## config.mk

```make
export PLATFORM = sky130hd
export DESIGN_NAME = patch_column_post_blitter_top
export DESIGN_NICKNAME = d
export VERILOG_FILES = /design/src/rtl/core/pcpb_pkg.sv /design/src/rtl/core/patch_column_post_blitter_top.sv /design/src/rtl/core/pcpb_front.sv /design/src/rtl/core/pcpb_queue.sv /design/src/rtl/core/pcpb_back.sv
export SDC_FILE = /design/constraint.sdc
export NUM_CORES = 1
export LEC_CHECK = 0
export BUFFER_PORTS_ARGS = -buffer_cell sky130_fd_sc_hd__buf_2
export CORE_ASPECT_RATIO = 2
export CORE_MARGIN = 2
export CORE_UTILIZATION = 35
export CTS_CLUSTER_SIZE = 12
export DETAILED_ROUTE_END_ITERATION = 16
export PLACE_DENSITY = 0.56
export SLEW_MARGIN = 0
export SYNTH_ARGS = -nofsm -noshare
export SYNTH_HDL_FRONTEND = slang
export SYNTH_SLANG_ARGS = --single-unit
```

## constraint.sdc

```tcl
create_clock -name clk -period 5 [get_ports clk]
set_input_delay 0.25 -clock clk [delete_from_list [all_inputs] [get_ports clk]]
set_output_delay 0.25 -clock clk [all_outputs]
set_load 0.02 [all_outputs]
```

## src/rtl/core/pcpb_pkg.sv

```systemverilog
// Shared types, constants and helpers of the patch column post blitter.
package pcpb_pkg;

	localparam int MAX_DUP = 4;
	localparam int ADDR_W = 24;
	localparam int LW_W = 12;
	localparam int DUP_REG_W = 3;
	localparam int CFG_DATA_W = 12;
	localparam int CFG_IDX_W = 2;
	localparam int SCOL_W = 10;
	localparam int PIX_W = 8;

	localparam logic [PIX_W-1:0] END_TOP = 8'hff;

	// Clamped replication factor, 1..MAX_DUP
	localparam int DUPN_W = $clog2(MAX_DUP + 1);
	// Scaled column base
	localparam int CB_W = SCOL_W + DUPN_W;
	// Unscaled top row plus scaled row offset
	localparam int ROWS_W = $clog2(255 * (MAX_DUP + 1) + 1);
	// Accumulated copy row offset, dy times line width
	localparam int OFF_W = LW_W + DUPN_W;

	// Command queue, depth must be a power of two
	localparam int QDEPTH = 4;
	localparam int QPTR_W = $clog2(QDEPTH);

	typedef enum logic [CFG_IDX_W-1:0] {
		REG_LINE_WIDTH = 2'd0,
		REG_DUP_X      = 2'd1,
		REG_DUP_Y      = 2'd2
	} reg_idx_t;

	typedef struct packed {
		logic [LW_W-1:0]   line_width;
		logic [DUPN_W-1:0] dup_x;
		logic [DUPN_W-1:0] dup_y;
	} cfg_t;

	typedef struct packed {
		logic              is_end;
		logic [PIX_W-1:0]  pixel;
		logic [ADDR_W-1:0] base;
	} cmd_t;

	function automatic logic [DUPN_W-1:0] dup_clamp(input logic [DUP_REG_W-1:0] v);
		logic [DUPN_W-1:0] r;
		if (v == '0) begin
			r = DUPN_W'(1);
		end else if (int'(v) > MAX_DUP) begin
			r = DUPN_W'(MAX_DUP);
		end else begin
			r = DUPN_W'(v);
		end
		return r;
	endfunction

endpackage

```

## src/rtl/core/patch_column_post_blitter_top.sv

```systemverilog
// Patch column post blitter: sprite column post stream in, framebuffer pixel writes out.
// Takes one byte of a column's post stream per transaction and produces pixel writes.
// Header, pad and ignored bytes produce nothing; a data byte yields dup_y rows of dup_x
// writes, one write per cycle while the output is not stalled; the end marker yields a
// single result. The parser runs ahead of the write expander through a four-entry
// command queue, so input stalls only when that queue is full. A byte's first write
// passes the parser's stage register, the command queue and the expander's output
// register. Sustained rate is set by the expander: one result per cycle unless stalled.
module patch_column_post_blitter_top (
	input  logic                               clk,
	input  logic                               arst_n,
	input  logic                               s_axis_tvalid,
	output logic                               s_axis_tready,
	// [7:0] stream_byte, [17:8] screen_column, [23:18] zero
	input  logic [23:0]                        s_axis_tdata,
	// [0] column_start
	input  logic                               s_axis_tuser,
	output logic                               m_axis_tvalid,
	input  logic                               m_axis_tready,
	// [23:0] write_address, [31:24] write_pixel
	output logic [31:0]                        m_axis_tdata,
	// [0] is_write
	output logic                               m_axis_tuser,
	output logic                               m_axis_tlast,
	input  logic                               cfg_we,
	input  logic [pcpb_pkg::CFG_IDX_W-1:0]     cfg_index,
	input  logic [pcpb_pkg::CFG_DATA_W-1:0]    cfg_data
);
	import pcpb_pkg::*;

	logic [LW_W-1:0]      line_width_q;
	logic [DUP_REG_W-1:0] dup_x_q;
	logic [DUP_REG_W-1:0] dup_y_q;
	cfg_t                 cfg;

	logic                 q_push;
	logic                 q_full;
	logic                 q_pop;
	logic                 q_head_valid;
	cmd_t                 q_push_cmd;
	cmd_t                 q_head;

	logic [ADDR_W-1:0]    write_address;
	logic [PIX_W-1:0]     write_pixel;

	always_ff @(posedge clk or negedge arst_n) begin
		if (!arst_n) begin
			line_width_q <= LW_W'(320);
			dup_x_q <= DUP_REG_W'(1);
			dup_y_q <= DUP_REG_W'(1);
		end else if (cfg_we) begin
			case (cfg_index)
				REG_LINE_WIDTH: line_width_q <= cfg_data[LW_W-1:0];
				REG_DUP_X: dup_x_q <= cfg_data[DUP_REG_W-1:0];
				REG_DUP_Y: dup_y_q <= cfg_data[DUP_REG_W-1:0];
				default: ;
			endcase
		end
	end

	assign cfg.line_width = line_width_q;
	assign cfg.dup_x = dup_clamp(dup_x_q);
	assign cfg.dup_y = dup_clamp(dup_y_q);

	pcpb_front u_front (
		.clk           (clk),
		.arst_n        (arst_n),
		.in_valid      (s_axis_tvalid),
		.in_ready      (s_axis_tready),
		.stream_byte   (s_axis_tdata[7:0]),
		.column_start  (s_axis_tuser),
		.screen_column (s_axis_tdata[17:8]),
		.cfg           (cfg),
		.push          (q_push),
		.push_cmd      (q_push_cmd),
		.full          (q_full)
	);

	pcpb_queue u_queue (
		.clk        (clk),
		.arst_n     (arst_n),
		.push       (q_push),
		.push_cmd   (q_push_cmd),
		.full       (q_full),
		.pop        (q_pop),
		.head       (q_head),
		.head_valid (q_head_valid)
	);

	pcpb_back u_back (
		.clk           (clk),
		.arst_n        (arst_n),
		.cfg           (cfg),
		.head          (q_head),
		.head_valid    (q_head_valid),
		.pop           (q_pop),
		.out_valid     (m_axis_tvalid),
		.out_ready     (m_axis_tready),
		.write_address (write_address),
		.write_pixel   (write_pixel),
		.is_write      (m_axis_tuser),
		.last_of_run   (m_axis_tlast)
	);

	assign m_axis_tdata = {write_pixel, write_address};

`ifndef NO_ASSERTIONS
	a_no_push_full: assert property (@(posedge clk) disable iff (!arst_n)
		q_push |-> !q_full)
		else $error("command pushed into full queue");

	a_no_pop_empty: assert property (@(posedge clk) disable iff (!arst_n)
		q_pop |-> q_head_valid)
		else $error("command popped from empty queue");

	a_marker_shape: assert property (@(posedge clk) disable iff (!arst_n)
		(m_axis_tvalid && !m_axis_tuser) |-> (m_axis_tlast && m_axis_tdata == '0))
		else $error("end marker not last or not zero");

	a_pop_on_last: assert property (@(posedge clk) disable iff (!arst_n)
		q_pop |=> (m_axis_tvalid && m_axis_tlast))
		else $error("command retired without a last result");
`endif

endmodule

```

## src/rtl/core/pcpb_front.sv

```systemverilog
// Post stream parser: accepts bytes, tracks the post header and queues write and end commands.
module pcpb_front (
	input  logic                            clk,
	input  logic                            arst_n,
	input  logic                            in_valid,
	output logic                            in_ready,
	input  logic [pcpb_pkg::PIX_W-1:0]      stream_byte,
	input  logic                            column_start,
	input  logic [pcpb_pkg::SCOL_W-1:0]     screen_column,
	input  pcpb_pkg::cfg_t                  cfg,
	output logic                            push,
	output pcpb_pkg::cmd_t                  push_cmd,
	input  logic                            full
);
	import pcpb_pkg::*;

	typedef enum logic [5:0] {
		PH_DONE = 6'b000001,
		PH_TOP  = 6'b000010,
		PH_LEN  = 6'b000100,
		PH_PAD1 = 6'b001000,
		PH_DATA = 6'b010000,
		PH_PAD2 = 6'b100000
	} phase_t;

	phase_t             phase_q, phase_eff, phase_nxt;
	logic [PIX_W-1:0]   top_q;
	logic [7:0]         left_q;
	logic [7:0]         rip_q;
	logic [CB_W-1:0]    cb_q;

	logic               v_s1;
	logic               end_s1;
	logic [PIX_W-1:0]   pix_s1;
	logic [ROWS_W-1:0]  rows_s1;
	logic [CB_W-1:0]    cb_s1;

	logic               in_fire;
	logic               emit;
	logic               emit_end;
	logic [ROWS_W-1:0]  rows;

	assign in_ready = !v_s1 || !full;
	assign in_fire = in_valid && in_ready;
	assign rows = ROWS_W'(top_q) + ROWS_W'(rip_q) * ROWS_W'(cfg.dup_y);

	always_comb begin
		phase_eff = column_start ? PH_TOP : phase_q;
		phase_nxt = phase_eff;
		emit = 1'b0;
		emit_end = 1'b0;
		case (phase_eff)
			PH_TOP: begin
				if (stream_byte == END_TOP) begin
					emit = 1'b1;
					emit_end = 1'b1;
					phase_nxt = PH_DONE;
				end else begin
					phase_nxt = PH_LEN;
				end
			end
			PH_LEN: phase_nxt = PH_PAD1;
			PH_PAD1: phase_nxt = (left_q != '0) ? PH_DATA : PH_PAD2;
			PH_DATA: begin
				emit = 1'b1;
				if (left_q == 8'd1) begin
					phase_nxt = PH_PAD2;
				end
			end
			PH_PAD2: phase_nxt = PH_TOP;
			default: phase_nxt = phase_eff;
		endcase
	end

	always_ff @(posedge clk or negedge arst_n) begin
		if (!arst_n) begin
			phase_q <= PH_DONE;
			top_q <= '0;
			left_q <= '0;
			rip_q <= '0;
			cb_q <= '0;
		end else if (in_fire) begin
			phase_q <= phase_nxt;
			if (column_start) begin
				cb_q <= CB_W'(screen_column) * CB_W'(cfg.dup_x);
			end
			if (phase_eff == PH_TOP) begin
				top_q <= stream_byte;
			end
			if (phase_eff == PH_LEN) begin
				left_q <= stream_byte;
				rip_q <= '0;
			end
			if (phase_eff == PH_DATA) begin
				left_q <= left_q - 8'd1;
				rip_q <= rip_q + 8'd1;
			end
		end
	end

	always_ff @(posedge clk or negedge arst_n) begin
		if (!arst_n) begin
			v_s1 <= 1'b0;
		end else if (in_ready) begin
			v_s1 <= in_fire && emit;
		end
	end

	always_ff @(posedge clk) begin
		if (in_fire && emit) begin
			end_s1 <= emit_end;
			pix_s1 <= stream_byte;
			rows_s1 <= rows;
			cb_s1 <= cb_q;
		end
	end

	// Row start address of the first copy: base column plus rows times stride
	assign push = v_s1 && !full;
	assign push_cmd.is_end = end_s1;
	assign push_cmd.pixel = pix_s1;
	assign push_cmd.base = ADDR_W'(cb_s1) + ADDR_W'(rows_s1) * ADDR_W'(cfg.line_width);

endmodule

```

## src/rtl/core/pcpb_queue.sv

```systemverilog
// Short command queue between the parser and the write expander.
module pcpb_queue (
	input  logic           clk,
	input  logic           arst_n,
	input  logic           push,
	input  pcpb_pkg::cmd_t push_cmd,
	output logic           full,
	input  logic           pop,
	output pcpb_pkg::cmd_t head,
	output logic           head_valid
);
	import pcpb_pkg::*;

	cmd_t              mem_q [QDEPTH];
	logic [QPTR_W-1:0] wr_ptr_q;
	logic [QPTR_W-1:0] rd_ptr_q;
	logic [QPTR_W:0]   count_q;

	assign full = (count_q == (QPTR_W + 1)'(QDEPTH));
	assign head_valid = (count_q != '0);
	assign head = mem_q[rd_ptr_q];

	always_ff @(posedge clk or negedge arst_n) begin
		if (!arst_n) begin
			wr_ptr_q <= '0;
			rd_ptr_q <= '0;
			count_q <= '0;
		end else begin
			if (push) begin
				wr_ptr_q <= wr_ptr_q + QPTR_W'(1);
			end
			if (pop) begin
				rd_ptr_q <= rd_ptr_q + QPTR_W'(1);
			end
			if (push && !pop) begin
				count_q <= count_q + (QPTR_W + 1)'(1);
			end else if (pop && !push) begin
				count_q <= count_q - (QPTR_W + 1)'(1);
			end
		end
	end

	always_ff @(posedge clk) begin
		if (push) begin
			mem_q[wr_ptr_q] <= push_cmd;
		end
	end

endmodule

```

## src/rtl/core/pcpb_back.sv

```systemverilog
// Write expander: turns each queued write command into dup_y by dup_x pixel writes, an end command into one marker.
module pcpb_back (
	input  logic                         clk,
	input  logic                         arst_n,
	input  pcpb_pkg::cfg_t               cfg,
	input  pcpb_pkg::cmd_t               head,
	input  logic                         head_valid,
	output logic                         pop,
	output logic                         out_valid,
	input  logic                         out_ready,
	output logic [pcpb_pkg::ADDR_W-1:0]  write_address,
	output logic [pcpb_pkg::PIX_W-1:0]   write_pixel,
	output logic                         is_write,
	output logic                         last_of_run
);
	import pcpb_pkg::*;

	logic [DUPN_W-1:0] dx_q;
	logic [DUPN_W-1:0] dy_q;
	logic [OFF_W-1:0]  row_off_q;

	logic              ov_q;
	logic [ADDR_W-1:0] addr_q;
	logic [PIX_W-1:0]  pix_q;
	logic              wr_q;
	logic              last_q;

	logic              adv;
	logic              emit;
	logic              last_x;
	logic              last_y;
	logic [ADDR_W-1:0] addr;

	assign adv = !ov_q || out_ready;
	assign emit = head_valid && adv;
	assign last_x = (dx_q == (cfg.dup_x - DUPN_W'(1)));
	assign last_y = (dy_q == (cfg.dup_y - DUPN_W'(1)));
	assign pop = emit && (head.is_end || (last_x && last_y));
	assign addr = head.base + ADDR_W'(row_off_q) + ADDR_W'(dx_q);

	always_ff @(posedge clk or negedge arst_n) begin
		if (!arst_n) begin
			dx_q <= '0;
			dy_q <= '0;
			row_off_q <= '0;
			ov_q <= 1'b0;
		end else begin
			if (adv) begin
				ov_q <= head_valid;
			end
			if (emit && !head.is_end) begin
				if (last_x) begin
					dx_q <= '0;
					if (last_y) begin
						dy_q <= '0;
						row_off_q <= '0;
					end else begin
						dy_q <= dy_q + DUPN_W'(1);
						row_off_q <= row_off_q + OFF_W'(cfg.line_width);
					end
				end else begin
					dx_q <= dx_q + DUPN_W'(1);
				end
			end
		end
	end

	always_ff @(posedge clk) begin
		if (emit) begin
			addr_q <= head.is_end ? '0 : addr;
			pix_q <= head.is_end ? '0 : head.pixel;
			wr_q <= !head.is_end;
			last_q <= head.is_end || (last_x && last_y);
		end
	end

	assign out_valid = ov_q;
	assign write_address = addr_q;
	assign write_pixel = pix_q;
	assign is_write = wr_q;
	assign last_of_run = last_q;

endmodule
```

==> results.json <==
{
  "status": "finished with violations",
  "violations": "setup timing",
  "grt_usage_pct": 15.60,
  "max_cap_viol_count": 0,
  "placedInstanceArea_mm2": 0.02123,
  "fin_skew_ns": 0.02990,
  "synth_seq_cells": 290,
  "worstPathArrival_ns": 5.39,
  "ys_async_sr_fraction_pct": 31.38,
  "die_area_mm2": 0.05724,
  "r2r_cells": 17,
  "setup_viol": 20,
  "port_buffers": 73,
  "yosys-top-cells-area": "edfxtp_1 (31%), fa_1 (14%), dfrtp_1 (11%)",
  "start_util_pct": 35.47,
  "place.gp.congestion": 0.8857,
  "grt_overflow": 0,
  "rows": 121,
  "dp_slack_ns": -0.2742,
  "cp.required_ns": 5.30,
  "worstReg2RegStart": "line_width_q[8]",
  "drive_above_1_share_pct": 20.65,
  "hold_path_depth": 3,
  "cts_made_buffers": 29,
  "cp_slowest_cell": "dfstp_2",
  "critPathLaunchType": "flip-flop",
  "r2r-end": "u_queue.mem_q[3][23]",
  "drtIter0Drc": 393,
  "pin_count": 80,
  "grt_max_degree": 74,
  "synth_edf_count": 199,
  "wl_per_cell_um": 16.91,
  "worstSkewPairLatency_ns": 0.59,
  "synthCells": 1714,
  "cts_buffer_depth": 3,
  "firstDrtPassIters": 6,
  "routed_wl_um": 44090,
  "core_mm2": 0.05450,
  "clock_sink_count": 290,
  "grt_pass1_wl_um": 70660,
  "cts_root_buf": "clkbuf_16",
  "min_to": "u_front.v_s1",
  "tritoncts": "built",
  "synth_flop_cell": "edfxtp_1",
  "critical_path.cell_chain": "nand2_2 > fa_2 > inv_2 > fa_1 > inv_1 > fa_1 > fa_1 > fa_1 > inv_2 > ha_4 > a21oi_2 > o21ai_2 > buf_6 > nand3_4 > a21oi_4 > nor3_2 > or3b_4",
  "syn_nets": 2030,
  "num_vias": 13060,
  "hp-start": "s_axis_tvalid",
  "synth_seq_area_share_pct": 42.72,
  "yosysWarnings": 0,
  "fin_crit_sh_pct": 101.9,
  "dieHeight_um": 336.4,
  "htree_levels": 1,
  "relSlewSlack_pct": 30.67,
  "worst_slack_ns": -0.09461,
  "cpPeakStageDelay_ns": 0.62,
  "setup_tns_ns": -1.436,
  "criticalPathCategory": "reg2reg",
  "grt_pass1_vias": 13820,
  "min_period_ns": 5.095,
  "finalMaxSlewViolations": 0,
  "hpwl_um": 34650,
  "nFillCells": 5157,
  "fmax_ghz": 0.1963,
  "final_area_mm2": 0.02290,
  "rsz0062_at_grt": "yes",
  "end_kind": "flip-flop",
  "ant_nets": 0,
  "clk_pin_slew_ns": 0.07,
  "area_growth_syn_to_layout_pct": 18.47,
  "netlist.area_leader.share_pct": 30.91,
  "hold_path.class": "in2reg",
  "yosysTopAreaCell": "edfxtp_1",
  "final_nets": 2225,
  "diodes": 0,
  "ff2ff_setup_slack_ns": -0.09,
  "die_w_um": 170.2,
  "startpoint": "line_width_q[8]",
  "hold_violations": 0,
  "worst_pin_slew_ns": 1.034,
  "remaining_drc_errors": 0,
  "viasPerCell": 5.006,
  "antenna_found_initial": 0,
  "synth.distinct_cells": 75,
  "cpMostUsedCell": "fa_1",
  "syn-cell-area_mm2": 0.01933,
  "avgSynthCellArea_um2": 11.28,
  "worstPathMaxFanout": 5
}
[through the flow]
step	std cells	util [%]	hold WS, ns
4_1_cts	2601	41.66	0.01613
3_3_place_gp	2513	38.95	0.1469
3_5_place_dp	2513	38.95	0.1452
6_report	2608	42.02	0.04605
2_1_floorplan	1714	-	-0.04559
5_1_grt	2608	42.02	0.05610
[synth_stat cells (all sizes together), types with 10 or more instances]
cell    count
o31ai      17
inv       223
nand2     209
o21bai     10
nand2b     14
ha        141
a21o       16
nand3      26
mux2       33
nor2b      24
and2       59
dfrtp      86
a211oi     11
nor2       78
nand4      11
clkbuf     48
buf        12
nor3       32
mux4       33
a21oi      60
xnor2      28
o21ai      76
fa        131
xor2       22
edfxtp    199
[critical path, delay by kind of cell (launching register included)]
family,cells,cell delay [ns]
fa+ha+maj,6,2.84
simple gates,4,0.63
flops,1,0.62
compound gates,3,0.45
buf+inv,4,0.28
[timing repair]
| action | CTS | global route |
|---|---|---|
| hold buffers | 23 | 0 |
| setup buffers | 13 | 7 |
| pin swaps | 45 | 25 |
| endpoints found under the hold margin | 53 | 0 |
| setup endpoints to repair | 41 | 52 |
| resized for setup | 65 | 40 |
[logic make-up after synthesis]
kind of cell,after synthesis,synth area share [%]
adders and majority gates,272,22.69
and+or+nand+nor,503,12.59
AOI/OAI and AO/OA,247,8.097
DFF,290,42.72
muxes,68,5.929
xor gates and xnor gates,51,2.382
buffers and inverters,283,5.586
[how the worst max path moves through the flow]
stage	cells past startpoint	slack, ns	end
5_1_grt	17	-0.22	u_queue.mem_q[3][20]
2_1_floorplan	19	0.002	u_queue.mem_q[0][23]
4_1_cts	19	-0.06	u_queue.mem_q[1][22]
6_report	17	-0.09	u_queue.mem_q[3][23]
3_3_place_gp	16	-0.18	u_queue.mem_q[2][20]
3_5_place_dp	16	-0.27	u_queue.mem_q[1][22]
[registers in the layout, summed over array words and instances, names as in the netlist, 8 cells and up]
signal / count
u_front.cb_s1: 13
line_width_q: 12
u_front.rows_s1: 11
u_front.top_q: 8
u_front.rip_q: 8
u_queue.mem_q: 132
u_back.write_address: 24
u_front.left_q: 8
u_front.pix_s1: 8
u_back.write_pixel: 8
u_back.row_off_q: 15
u_front.cb_q: 13
[routing by layer]
metal  GRT usage [%]  share of wire, %  vias up
li1                -                 -     6273
met2           31.42                57      234
met3           1.318               2.6       76
met4           5.510               3.1        0
met1           16.52                37     6472
met5               0                 0        -
[cell type report]
cell class / instances / area (um2) / share of cell area (%)
multi-input combinational: 1141 / 10450 / 45.64
sequential: 290 / 8267 / 36.10
timing repair buffer: 224 / 1608 / 7.021
clock buffer: 52 / 863.3 / 3.770
tap: 676 / 845.8 / 3.693
inverter: 223 / 837.1 / 3.655
clock inverter: 2 / 28.78 / 0.1257
[cells in the final DEF, fill, tap and decap left out, drive strengths merged, types with 24 or more instances in the layout]
cell,count
nor2b,24
clkbuf,52
buf,201
dfrtp,86
edfxtp,199
ha,141
mux4,33
a21oi,60
mux2,33
fa,131
nand2,209
xnor2,28
nor3,32
o21ai,76
inv,225
and2,59
nand3,26
nor2,78
Power is left out: the tool's default activity adds up to more than one toggle a clock period on the data nets, which glitch-free logic cannot reach.
